<file path="src/uart_rb_pkg.sv">
// Shared types and constants for the UART ring buffer pair.
`timescale 1ns / 1ps
`default_nettype none

package uart_rb_pkg;

  typedef enum logic [1:0] {
    ACT_RX_BYTE    = 2'd0,
    ACT_HOST_READ  = 2'd1,
    ACT_HOST_WRITE = 2'd2,
    ACT_TX_READY   = 2'd3
  } action_t;

  localparam int unsigned ByteW = 8;

  // collected error flag bit positions
  localparam int unsigned FlagFrame    = 0;
  localparam int unsigned FlagOverrun  = 1;
  localparam int unsigned FlagParity   = 2;
  localparam int unsigned FlagOverflow = 3;
  localparam int unsigned FlagW        = 4;

  typedef logic [ByteW-1:0] byte_t;
  typedef logic [FlagW-1:0] flags_t;

  // decision made at input transfer, waiting for the buffer read data
  typedef struct packed {
    logic   read_valid;
    logic   no_data;
    flags_t flags;
    logic   line_valid;
    logic   write_accepted;
    logic   sender_active;
  } stage_t;

endpackage

`default_nettype wire

</file>
<file path="src/uart_rb_if.sv">
// Valid/ready channel interfaces for the event input and the result output.
`timescale 1ns / 1ps
`default_nettype none

interface uart_rb_in_if;
  logic                  valid;
  logic                  ready;
  uart_rb_pkg::action_t  action;
  uart_rb_pkg::byte_t    data_byte;
  logic                  line_frame_error;
  logic                  line_overrun;
  logic                  line_parity_error;

  modport source (
    output valid, action, data_byte, line_frame_error, line_overrun, line_parity_error,
    input  ready
  );
  modport sink (
    input  valid, action, data_byte, line_frame_error, line_overrun, line_parity_error,
    output ready
  );
endinterface

interface uart_rb_out_if;
  logic               valid;
  logic               ready;
  logic               read_valid;
  logic               no_data;
  uart_rb_pkg::byte_t read_data;
  logic               frame_flag;
  logic               overrun_flag;
  logic               parity_flag;
  logic               overflow_flag;
  logic               line_valid;
  uart_rb_pkg::byte_t line_data;
  logic               write_accepted;
  logic               sender_active;

  modport source (
    output valid, read_valid, no_data, read_data, frame_flag, overrun_flag, parity_flag,
           overflow_flag, line_valid, line_data, write_accepted, sender_active,
    input  ready
  );
  modport sink (
    input  valid, read_valid, no_data, read_data, frame_flag, overrun_flag, parity_flag,
           overflow_flag, line_valid, line_data, write_accepted, sender_active,
    output ready
  );
endinterface

`default_nettype wire

</file>
<file path="src/uart_rb_ram.sv">
// Generic single-write, single-read RAM with registered read data.
`timescale 1ns / 1ps
`default_nettype none

module uart_rb_ram #(
  parameter int unsigned WIDTH = 8,
  parameter int unsigned DEPTH = 64
) (
  input  wire logic                     clk,
  input  wire logic                     we,
  input  wire logic [$clog2(DEPTH)-1:0] waddr,
  input  wire logic [WIDTH-1:0]         wdata,
  input  wire logic                     re,
  input  wire logic [$clog2(DEPTH)-1:0] raddr,
  output      logic [WIDTH-1:0]         rdata
);

  logic [WIDTH-1:0] mem [DEPTH];

  always_ff @(posedge clk) begin
    if (we) begin
      mem[waddr] <= wdata;
    end
    // read data holds while re is low
    if (re) begin
      rdata <= mem[raddr];
    end
  end

endmodule

`default_nettype wire

</file>
<file path="src/uart_rb_top.sv">
// Top level: receive and transmit ring buffers with pointer and flag control.
// Path: an input transfer loads the buffer-read stage, which then loads the result register
//   that drives the output (buffer read, then output reg).
// Throughput: one item per cycle while results are taken; input stalls only when the
//   buffer-read stage and the result register are both full and the result is not taken.
// Reset: synchronous, active low; clears pointers, flags, sender state and valids, not RAMs.
`timescale 1ns / 1ps
`default_nettype none

module uart_rx_tx_ring_buffer_top #(
  parameter int unsigned BUFFER_DEPTH = 64
) (
  input wire logic       clk,
  input wire logic       rst_n,
  uart_rb_in_if.sink     in_if,
  uart_rb_out_if.source  out_if
);

  localparam int unsigned AW = $clog2(BUFFER_DEPTH);
  localparam logic [AW-1:0] LastSlot = AW'(BUFFER_DEPTH - 1);

  typedef logic [AW-1:0] ptr_t;

  function automatic ptr_t next_slot(input ptr_t idx);
    ptr_t n;
    n = (idx == LastSlot) ? '0 : idx + 1'b1;
    return n;
  endfunction

  // architectural state
  ptr_t                rx_head_r, rx_head_nxt;
  ptr_t                rx_tail_r, rx_tail_nxt;
  ptr_t                tx_head_r, tx_head_nxt;
  ptr_t                tx_tail_r, tx_tail_nxt;
  uart_rb_pkg::flags_t err_r, err_nxt;
  logic                sending_r, sending_nxt;

  // buffer-read stage and result register
  logic                s1_valid_r;
  uart_rb_pkg::stage_t s1_r, s1_nxt;
  logic                out_valid_r;
  uart_rb_pkg::stage_t out_r;
  uart_rb_pkg::byte_t  out_rd_r, out_ld_r;

  logic in_fire, s1_go;
  ptr_t rx_slot, rx_rslot, tx_slot, tx_rslot;
  logic rx_full, rx_empty, tx_full, tx_empty;

  logic               rx_we, rx_re, tx_we, tx_re;
  uart_rb_pkg::byte_t rx_rdata, tx_rdata;
  uart_rb_pkg::flags_t line_err;

  assign s1_go    = s1_valid_r && (!out_valid_r || out_if.ready);
  assign in_if.ready = !s1_valid_r || s1_go;
  assign in_fire  = in_if.valid && in_if.ready;

  assign rx_slot  = next_slot(rx_head_r);
  assign rx_rslot = next_slot(rx_tail_r);
  assign tx_slot  = next_slot(tx_head_r);
  assign tx_rslot = next_slot(tx_tail_r);
  assign rx_full  = (rx_slot == rx_tail_r);
  assign rx_empty = (rx_head_r == rx_tail_r);
  assign tx_full  = (tx_slot == tx_tail_r);
  assign tx_empty = (tx_head_r == tx_tail_r);

  assign line_err = {1'b0, in_if.line_parity_error, in_if.line_overrun,
                     in_if.line_frame_error};

  always_comb begin
    rx_head_nxt = rx_head_r;
    rx_tail_nxt = rx_tail_r;
    tx_head_nxt = tx_head_r;
    tx_tail_nxt = tx_tail_r;
    err_nxt     = err_r;
    sending_nxt = sending_r;
    rx_we = 1'b0;
    rx_re = 1'b0;
    tx_we = 1'b0;
    tx_re = 1'b0;
    s1_nxt = '0;
    if (in_fire) begin
      case (in_if.action)
        uart_rb_pkg::ACT_RX_BYTE: begin
          if (rx_full) begin
            err_nxt[uart_rb_pkg::FlagOverflow] = 1'b1;
          end else begin
            rx_we       = 1'b1;
            rx_head_nxt = rx_slot;
            err_nxt     = err_r | line_err;
          end
        end
        uart_rb_pkg::ACT_HOST_READ: begin
          if (rx_empty) begin
            s1_nxt.no_data = 1'b1;
          end else begin
            rx_re             = 1'b1;
            rx_tail_nxt       = rx_rslot;
            s1_nxt.read_valid = 1'b1;
            s1_nxt.flags      = err_r;
            err_nxt           = '0;
          end
        end
        uart_rb_pkg::ACT_HOST_WRITE: begin
          if (!tx_full) begin
            tx_we                 = 1'b1;
            tx_head_nxt           = tx_slot;
            sending_nxt           = 1'b1;
            s1_nxt.write_accepted = 1'b1;
          end
        end
        uart_rb_pkg::ACT_TX_READY: begin
          if (!tx_empty) begin
            tx_re             = 1'b1;
            tx_tail_nxt       = tx_rslot;
            s1_nxt.line_valid = 1'b1;
          end else begin
            sending_nxt = 1'b0;
          end
        end
        default: begin
          s1_nxt = '0;
        end
      endcase
      s1_nxt.sender_active = sending_nxt;
    end
  end

  uart_rb_ram #(
    .WIDTH (uart_rb_pkg::ByteW),
    .DEPTH (BUFFER_DEPTH)
  ) u_rx_ram (
    .clk   (clk),
    .we    (rx_we),
    .waddr (rx_slot),
    .wdata (in_if.data_byte),
    .re    (rx_re),
    .raddr (rx_rslot),
    .rdata (rx_rdata)
  );

  uart_rb_ram #(
    .WIDTH (uart_rb_pkg::ByteW),
    .DEPTH (BUFFER_DEPTH)
  ) u_tx_ram (
    .clk   (clk),
    .we    (tx_we),
    .waddr (tx_slot),
    .wdata (in_if.data_byte),
    .re    (tx_re),
    .raddr (tx_rslot),
    .rdata (tx_rdata)
  );

  always_ff @(posedge clk) begin
    if (!rst_n) begin
      rx_head_r   <= '0;
      rx_tail_r   <= '0;
      tx_head_r   <= '0;
      tx_tail_r   <= '0;
      err_r       <= '0;
      sending_r   <= 1'b0;
      s1_valid_r  <= 1'b0;
      out_valid_r <= 1'b0;
    end else begin
      rx_head_r <= rx_head_nxt;
      rx_tail_r <= rx_tail_nxt;
      tx_head_r <= tx_head_nxt;
      tx_tail_r <= tx_tail_nxt;
      err_r     <= err_nxt;
      sending_r <= sending_nxt;
      if (in_fire) begin
        s1_valid_r <= 1'b1;
      end else if (s1_go) begin
        s1_valid_r <= 1'b0;
      end
      if (s1_go) begin
        out_valid_r <= 1'b1;
      end else if (out_if.ready) begin
        out_valid_r <= 1'b0;
      end
    end
  end

  // payload registers
  always_ff @(posedge clk) begin
    if (in_fire) begin
      s1_r <= s1_nxt;
    end
    if (s1_go) begin
      out_r    <= s1_r;
      out_rd_r <= s1_r.read_valid ? rx_rdata : '0;
      out_ld_r <= s1_r.line_valid ? tx_rdata : '0;
    end
  end

  assign out_if.valid          = out_valid_r;
  assign out_if.read_valid     = out_r.read_valid;
  assign out_if.no_data        = out_r.no_data;
  assign out_if.read_data      = out_rd_r;
  assign out_if.frame_flag     = out_r.flags[uart_rb_pkg::FlagFrame];
  assign out_if.overrun_flag   = out_r.flags[uart_rb_pkg::FlagOverrun];
  assign out_if.parity_flag    = out_r.flags[uart_rb_pkg::FlagParity];
  assign out_if.overflow_flag  = out_r.flags[uart_rb_pkg::FlagOverflow];
  assign out_if.line_valid     = out_r.line_valid;
  assign out_if.line_data      = out_ld_r;
  assign out_if.write_accepted = out_r.write_accepted;
  assign out_if.sender_active  = out_r.sender_active;

`ifndef SYNTHESIS
  // buffer read data must hold while the stage waits on the result register
  a_rdata_hold: assert property (@(posedge clk) disable iff (!rst_n)
    (s1_valid_r && !s1_go) |=> ($stable(rx_rdata) && $stable(tx_rdata)))
    else $error("buffer read data changed while stage stalled");

  a_stage_kept: assert property (@(posedge clk) disable iff (!rst_n)
    (s1_valid_r && !s1_go) |=> s1_valid_r)
    else $error("stalled stage item lost");

  a_full_write: assert property (@(posedge clk) disable iff (!rst_n)
    (in_fire && in_if.action == uart_rb_pkg::ACT_HOST_WRITE && tx_full)
      |=> $stable(tx_head_r))
    else $error("refused host write moved transmit head");

  a_read_clears: assert property (@(posedge clk) disable iff (!rst_n)
    (in_fire && in_if.action == uart_rb_pkg::ACT_HOST_READ && !rx_empty) |=> (err_r == '0))
    else $error("host read did not clear collected flags");

  a_read_fields: assert property (@(posedge clk) disable iff (!rst_n)
    (out_if.valid && !out_if.read_valid) |-> (out_if.read_data == '0 &&
      !out_if.frame_flag && !out_if.overrun_flag && !out_if.parity_flag &&
      !out_if.overflow_flag))
    else $error("read fields nonzero without a popped byte");
`endif

endmodule

`default_nettype wire

</file>
<file path="src/flat_wrapper.sv">
// flat-port wrapper written by rule: the top's interface ports become plain ports
module uart_rx_tx_ring_buffer_top_flat 
#(
  parameter int unsigned BUFFER_DEPTH = 64
)
  (clk, rst_n, in_if_valid, in_if_action, in_if_data_byte, in_if_line_frame_error, in_if_line_overrun, in_if_line_parity_error, in_if_ready, out_if_valid, out_if_read_valid, out_if_no_data, out_if_read_data, out_if_frame_flag, out_if_overrun_flag, out_if_parity_flag, out_if_overflow_flag, out_if_line_valid, out_if_line_data, out_if_write_accepted, out_if_sender_active, out_if_ready);
  uart_rb_in_if in_if_i ();
  uart_rb_out_if out_if_i ();
  input wire logic clk;
  input wire logic rst_n;
  input wire logic [$bits(in_if_i.valid)-1:0] in_if_valid;
  input wire logic [$bits(in_if_i.action)-1:0] in_if_action;
  input wire logic [$bits(in_if_i.data_byte)-1:0] in_if_data_byte;
  input wire logic [$bits(in_if_i.line_frame_error)-1:0] in_if_line_frame_error;
  input wire logic [$bits(in_if_i.line_overrun)-1:0] in_if_line_overrun;
  input wire logic [$bits(in_if_i.line_parity_error)-1:0] in_if_line_parity_error;
  output wire logic [$bits(in_if_i.ready)-1:0] in_if_ready;
  output wire logic [$bits(out_if_i.valid)-1:0] out_if_valid;
  output wire logic [$bits(out_if_i.read_valid)-1:0] out_if_read_valid;
  output wire logic [$bits(out_if_i.no_data)-1:0] out_if_no_data;
  output wire logic [$bits(out_if_i.read_data)-1:0] out_if_read_data;
  output wire logic [$bits(out_if_i.frame_flag)-1:0] out_if_frame_flag;
  output wire logic [$bits(out_if_i.overrun_flag)-1:0] out_if_overrun_flag;
  output wire logic [$bits(out_if_i.parity_flag)-1:0] out_if_parity_flag;
  output wire logic [$bits(out_if_i.overflow_flag)-1:0] out_if_overflow_flag;
  output wire logic [$bits(out_if_i.line_valid)-1:0] out_if_line_valid;
  output wire logic [$bits(out_if_i.line_data)-1:0] out_if_line_data;
  output wire logic [$bits(out_if_i.write_accepted)-1:0] out_if_write_accepted;
  output wire logic [$bits(out_if_i.sender_active)-1:0] out_if_sender_active;
  input wire logic [$bits(out_if_i.ready)-1:0] out_if_ready;
  assign in_if_i.valid = in_if_valid;
  assign in_if_i.action = in_if_action;
  assign in_if_i.data_byte = in_if_data_byte;
  assign in_if_i.line_frame_error = in_if_line_frame_error;
  assign in_if_i.line_overrun = in_if_line_overrun;
  assign in_if_i.line_parity_error = in_if_line_parity_error;
  assign in_if_ready = in_if_i.ready;
  assign out_if_valid = out_if_i.valid;
  assign out_if_read_valid = out_if_i.read_valid;
  assign out_if_no_data = out_if_i.no_data;
  assign out_if_read_data = out_if_i.read_data;
  assign out_if_frame_flag = out_if_i.frame_flag;
  assign out_if_overrun_flag = out_if_i.overrun_flag;
  assign out_if_parity_flag = out_if_i.parity_flag;
  assign out_if_overflow_flag = out_if_i.overflow_flag;
  assign out_if_line_valid = out_if_i.line_valid;
  assign out_if_line_data = out_if_i.line_data;
  assign out_if_write_accepted = out_if_i.write_accepted;
  assign out_if_sender_active = out_if_i.sender_active;
  assign out_if_i.ready = out_if_ready;
  uart_rx_tx_ring_buffer_top #(.BUFFER_DEPTH(BUFFER_DEPTH)) u_core (.clk(clk), .rst_n(rst_n), .in_if(in_if_i), .out_if(out_if_i));
endmodule
</file>
<file path="config.mk">
export PLATFORM = sky130hd
export DESIGN_NAME = uart_rx_tx_ring_buffer_top_flat
export DESIGN_NICKNAME = d
export VERILOG_FILES = /design/src/uart_rb_pkg.sv /design/src/uart_rb_if.sv /design/src/uart_rb_ram.sv /design/src/uart_rb_top.sv /design/src/flat_wrapper.sv
export SDC_FILE = /design/constraint.sdc
export NUM_CORES = 1
export LEC_CHECK = 0
export BUFFER_PORTS_ARGS = -buffer_cell sky130_fd_sc_hd__buf_2
export CAP_MARGIN = 40
export CORE_ASPECT_RATIO = 1.1
export CORE_UTILIZATION = 25
export DETAILED_ROUTE_END_ITERATION = 6
export PLACE_DENSITY = 0.43
export SYNTH_ARGS = -nofsm -noshare
export SYNTH_HDL_FRONTEND = slang
export SYNTH_HIERARCHICAL = 1
export SYNTH_SLANG_ARGS = --single-unit
</file>
<file path="constraint.sdc">
create_clock -name clk -period 4 [get_ports clk]
set_input_delay 0.4 -clock clk [delete_from_list [all_inputs] [get_ports clk]]
set_output_delay 0.4 -clock clk [all_outputs]
set_load 0.03 [all_outputs]
</file>
# --- After elaboration in Yosys (flattened, before gate mapping) ---
# Memories as Yosys holds them, arrays and structs flattened. A register that Yosys moved wholly into a read port is not among the register bits.
# Cells that the tools add are included.
op_classes:
  addsub: 4
  n_eq_ne: 13
  n_mux: 32
  bitwise: 6
  reduce_logical: 17
ops:
  columns: ["op", "count"]
  rows:
  - ["6-bit by 1-bit adder with 6-bit output, second input constant", 4]
  - ["6-bit equality test", 4]
  - ["6-bit equality test, second input constant", 4]
  - ["1-bit 2-to-1 mux", 24]
  - ["6-bit 2-to-1 mux", 4]
  - ["3-bit AND reduction", 5]
  - ["4-bit one-hot mux with 2 select lines", 1]
  - ["2-bit nonzero test", 3]
  - ["1-bit NOT", 5]
  - ["2-bit equality test, second input constant", 2]
  - ["4-bit 2-to-1 mux", 1]
  - ["2-bit inequality test, second input constant", 2]
  - ["4-bit by 3-bit bitwise OR with 4-bit output", 1]
  - ["4-bit AND reduction", 1]
  - ["3-bit 2-to-1 mux", 1]
  - ["2-bit by 1-bit equality test with 1-bit output, second input constant", 1]
  - ["1-bit logical AND", 2]
  - ["1-bit logical NOT", 2]
  - ["2-bit logical NOT", 1]
  - ["1-bit logical OR", 2]
  - ["1-bit one-hot mux with 2 select lines", 1]
  - ["2-bit OR reduction", 1]
totals:
  register_bits: 65
  ram_bits: 1024
  in_bits: 17
  output_inout_bits: 27
  n_memories: 2
memory_table:
  columns: ["name", "words", "word_bits", "read_ports", "rd_clocked_by_memory_dff", "write_ports", "line_no", "rtl"]
  rows:
  - ["u_core.u_rx_ram.mem", 64, 8, 1, 1, 1, "uart_rb_ram.sv:18", "logic [WIDTH-1:0] mem [DEPTH];"]
  - ["u_core.u_tx_ram.mem", 64, 8, 1, 1, 1, "uart_rb_ram.sv:18", null]

# --- Logic depth before layout (Yosys ltp) ---
logic_depth:
  depth_word: 8
  mapped_depth: 12

# --- Cells and area by module ---
# Netlist, hierarchy kept.
by_module_without_submodules:
  columns: ["mod", "n_inst", "cells_each", "area_each_um2", "seq_area_each_um2"]
  rows:
  - ["uart_rb_ram", 2, 940, 20246.9, 15615.0]
  - ["uart_rx_tx_ring_buffer_top", 1, 320, 3331.9, 1641.6]

# --- Worst setup path before layout ---
# No wires, ideal clock.
synth_timing:
  path_type: "reg-to-reg"
  start: "register u_core.rx_head_r[1]"
  end: "memory u_core.u_rx_ram.mem[62][0], enable pin"
  arrival_ps: 2737
  setup_slack_ps: 892
  stages_incl_launch_ff: 13
  synth_period_minus_slack_ps: 3108
  cell_sequence: "dfxtp_1 > ha_1 > buf_6 > and3_1 > a31oi_1 > xor2_1 > a2111o_1 > o21ai_2 > buf_6 > inv_4 > nor2b_1 > nand3_1 > nor2_1"
synth_between:
  elab_chain_cells: 8
synth_rtl:
  columns: ["item", "line_no", "rtl"]
  rows:
  - ["start, declared", "uart_rb_top.sv:31", "ptr_t rx_head_r, rx_head_nxt;"]
  - ["start signal, assigned", "uart_rb_top.sv:165", "rx_head_r <= rx_head_nxt;"]
  - ["6-bit equality test", "uart_rb_top.sv:26", "n = (idx == LastSlot) ? '0 : idx + 1'b1;"]
  - ["6-bit 2-to-1 mux", "uart_rb_top.sv:26", null]
  - ["net u_core.rx_slot[0]", "uart_rb_top.sv:46", "ptr_t rx_slot, rx_rslot, tx_slot, tx_rslot;"]
  - ["6-bit equality test", "uart_rb_top.sv:61", "assign rx_full = (rx_slot == rx_tail_r);"]
  - ["1-bit 2-to-1 mux", "uart_rb_top.sv:84", "if (rx_full) begin"]
  - ["1-bit 2-to-1 mux", "uart_rb_top.sv:82", "case (in_if.action)"]
  - ["1-bit 2-to-1 mux", "uart_rb_top.sv:81", "if (in_fire) begin"]
  - ["net u_core.rx_we", "uart_rb_top.sv:49", "logic rx_we, rx_re, tx_we, tx_re;"]
  - ["1-bit 2-to-1 mux", "uart_rb_ram.sv:21", "if (we) begin"]
  - ["1-bit 2-to-1 mux (not written as such)", "uart_rb_ram.sv:22", "mem[waddr] <= wdata;"]
  - ["end, declared", "uart_rb_ram.sv:18", null]
# The timed path passes the listed nets, and every way through them passes these cells.

# --- Worst setup path after layout ---
layout_timing:
  start: "register u_core.tx_tail_r[0]"
  end: "register u_core.u_tx_ram.rdata[6] (read register of u_core.u_tx_ram.mem) (data pin)"
layout_lines:
  columns: ["item", "line_no", "rtl"]
  rows:
  - ["start, declared", "uart_rb_top.sv:34", "ptr_t tx_tail_r, tx_tail_nxt;"]
  - ["start signal, assigned", "uart_rb_top.sv:168", "tx_tail_r <= tx_tail_nxt;"]
  - ["6-bit by 1-bit adder with 6-bit output / 6-bit equality test (equally long branches)", "uart_rb_top.sv:26", null]
  - ["6-bit 2-to-1 mux *", "uart_rb_top.sv:26", null]
  - ["net u_core.tx_rslot[0]", "uart_rb_top.sv:46", null]
  - ["end, declared", "uart_rb_ram.sv:15", "output logic [WIDTH-1:0] rdata"]
# The timed path passes the listed nets; every way through them passes the cells marked *.
# A chain may end at the register's enable or synchronous reset.

==> flow_metrics.tcl <==
set metrics [dict create \
    cp_cell_sequence "ha_4, and3_1, a31oi_4, buf_12, buf_12, mux4_2, mux4_2, nor2_1, o32ai_1" \
    dr.pass1.iters 5 \
    synth_area_sq_mm 0.0438 \
    grt_max_degree 114 \
    end_kind "flop" \
    worst-slew-pin-transition_ps 928 \
    max_freq_mhz 280 \
    p_leak_nw 16.4 \
    wl_per_cell_microns 23.0 \
    overflow 0 \
    synth_fp_nets 2221 \
    dieArea_sq_mm 0.177 \
    vias_per_cell 4.55 \
    synth-seq-cells 1105 \
    finalHoldViolCount 0 \
    clock_sinks 1105 \
    drv_cap 0 \
    clkTransAtPathRegs_ps 60 \
    clk_latency_ps 720 \
    rsz0062_at_grt "false" \
    gp_routability_congestion 0.768 \
    fin_ws_ps 423 \
    setup_tns_ps 0 \
    yosys_warnings 6 \
    syn_inst 2200 \
    status "finished clean" \
    slew_viol_final 0 \
    post-place-ws_ps 315 \
    cts_root_buf "clkbuf_16" \
    ys_seq_area_share_pct 75.0 \
    cts_max_level 3 \
    synthFlopType "edfxtp_1" \
    wirelength_mm 111 \
    ctsLongestPathBuffers 3 \
    grt_first_pass_wirelength_mm 164 \
    startpoint_type "flop" \
    p_per_area_mw_per_mm2 463 \
    first_iter_violations 1700 \
    track_usage_pct 12.5 \
    hold_path.class "in -> reg" \
    vdd_drop_max_v 0.000354 \
    core_sq_mm 0.174 \
    holdBufCountCts 6 \
    synth_top_cell_by_area "edfxtp_1" \
    fp.dieW_microns 401 \
    io_buffer_count 43 \
    synth_edf_count 1074 \
    critical_path_required_ps 4440 \
    multi_input_area_sq_mm 0.0103 \
    area_growth_pct 19.0 \
    yosys.area.top_type_share_pct 73.6 \
    critPathSlowestCell "mux4_2" \
    post-route-min-period_ps 3580 \
    crit_path_max_fanout 25 \
    dr_total_vias 22000 \
    drc 0 \
    syn_avg_cell_area_sq_um 19.9 \
    fin_worst_skew_ps 23.6 \
    cp.arrival_ps 4020 \
    die_h_microns 441 \
    dp_hpwl_mm 71.4 \
    placed_cells 4616 \
    io_pins 44 \
    cts_setup_buffers 0 \
    grt_pass1_vias 23000 \
    rows 160 \
    synth_cell_types 69 \
    crit_type "reg -> reg" \
    maxSlewHeadroom_pct 37.9 \
    post_cts_resized 0 \
    finalPower_mw 24.2 \
    nets 2494 \
    fin_cells 4841 \
    drive_above_1_share_pct 29.0 \
    cp_slowest_stage_delay_ps 560 \
    cts_buffers 115 \
    cts_tree "yes" \
    final-seq-area_sq_mm 0.0329 \
    period_share_pct 89.4 \
    start_util_pct 25.3 \
    ant_nets 0 \
    setup_violations 0 \
    antenna_found_initial 5 \
    async_flop_share_pct 0 \
    fillers 16800 \
    netlist_top_cells_area "edfxtp_1 (74%), mux4_2 (13%), nor2_1 (1.5%)" \
]
## worst paths after layout
check        cells past startpoint  slack (ps)                          to                start
max                              9         420    u_core/u_tx_ram/rdata[6]  u_core/tx_tail_r[0]
min                              1          90  u_core/u_tx_ram/mem[21][3]   in_if_data_byte[3]
max reg2reg                      9         420    u_core/u_tx_ram/rdata[6]  u_core/tx_tail_r[0]
min reg2reg                      0         420  u_core/out_if.overrun_flag       u_core/s1_r[4]
## state kept, by name (all words and copies together), names as in the netlist
| name | cells |
|---|---|
| u_core/err_r | 4 |
| u_core/out_if.frame_flag | 1 |
| u_core/out_if.line_data | 8 |
| u_core/out_if.line_valid | 1 |
| u_core/out_if.no_data | 1 |
| u_core/out_if.overflow_flag | 1 |
| u_core/out_if.overrun_flag | 1 |
| u_core/out_if.parity_flag | 1 |
| u_core/out_if.read_data | 8 |
| u_core/out_if.read_valid | 1 |
| u_core/out_if.sender_active | 1 |
| u_core/out_if.valid | 1 |
| u_core/out_if.write_accepted | 1 |
| u_core/rx_head_r | 6 |
| u_core/rx_tail_r | 6 |
| u_core/s1_r | 9 |
| u_core/s1_valid_r | 1 |
| u_core/sending_r | 1 |
| u_core/tx_head_r | 6 |
| u_core/tx_tail_r | 6 |
| u_core/u_rx_ram/mem | 512 |
| u_core/u_rx_ram/rdata | 8 |
| u_core/u_tx_ram/mem | 512 |
| u_core/u_tx_ram/rdata | 8 |
## cells in the mapped netlist, types with 5 or more instances
cell type  instances
a22oi_1            7
a21oi_1           16
clkbuf_1          40
xnor2_1           13
nand2_1           66
buf_1              8
o2111ai_1          6
nand2b_1          17
o221ai_1          17
and3_1             6
nor2_1           176
or3_1              9
o21a_1             5
nor3_1            15
nand3_1           35
nand3b_1           6
and2_1            28
o22ai_1           19
mux2_2            26
mux2i_1           56
o2bb2ai_1          6
buf_6             12
o21ai_1            6
o21ai_0           14
inv_1              9
xor2_1            19
o31ai_1            5
buf_4             31
a221oi_1          12
dfxtp_1           31
nand4_1            5
nor2b_1           43
edfxtp_1        1074
a211oi_1           9
buf_2             30
mux4_2           252
## through the flow
| stage | hold slack (ps) | cell area (sq um) | util, % |
|---|---|---|---|
| CTS | 18.8 | 52200 | 30.0 |
| global route | 52.6 | 52200 | 30.1 |
| floorplan | 400 | 43800 | - |
| global placement | 411 | 48100 | 27.7 |
| finish | 92.3 | 52200 | 30.1 |
| detailed placement | 418 | 48300 | 27.8 |
## power breakdown
part	leakage [nW]	internal, mW	switching [mW]	total [mW]
logic	4.62	0.202	0.429	0.631
registers	9.93	12.7	0.0204	12.7
clock network	1.87	6.30	4.50	10.8
total	16.4	19.2	4.95	24.2
## worst max-delay path: cells and delay by family (launching register included)
| kind | cells | cell delay [ps] |
|---|---|---|
| buffers and inverters | 2 | 410 |
| AO/OA/AOI/OAI | 2 | 420 |
| flip-flops | 1 | 440 |
| AND/OR/NAND/NOR | 2 | 680 |
| adder cells (fa/ha/maj) | 1 | 260 |
| multiplexers | 2 | 1050 |
## logic make-up after synthesis
family	share of synthesized area, %
mux	14.9
compound gates	2.90
flops	75.0
fa+ha+maj	0.114
buf+inv	1.88
simple gates	4.57
xor+xnor	0.640
## area by class of cell
| type | count | share of cell area (%) |
|---|---|---|
| multi-input cells | 959 | 19.7 |
| diodes | 1 | 0.00480 |
| flip-flops and latches | 1105 | 63.0 |
| inverters | 11 | 0.0839 |
| clock buffers | 140 | 5.91 |
| repair buffers | 281 | 4.42 |
| clock inverters | 76 | 1.39 |
| well taps | 2268 | 5.44 |
## cell usage in the layout, fill, tap and decap left out, types with 15 or more instances in the layout
cell,instances
nor2b_1,42
nand2_1,66
clkbuf_1,17
clkinv_2,22
clkinv_1,30
o22ai_1,19
nor2_1,176
edfxtp_1,1074
nand2b_1,17
clkbuf_16,118
nand3_1,35
buf_12,20
mux4_2,252
and2_1,28
a21oi_1,16
xor2_1,16
nor3_1,15
dfxtp_1,31
buf_4,215
mux2_2,26
mux2i_1,56
o221ai_1,17
buf_2,35
## metal layers
metal  vias up  part of all wire [%]  track usage, %
met2       481                    49            21.1
li1       9566                     -               -
met5         -                     0               0
met3       180                   4.0            2.11
met4         0                   2.2            3.02
met1     11800                    45            16.7
Note: power is estimated with default switching activity, not from simulation.
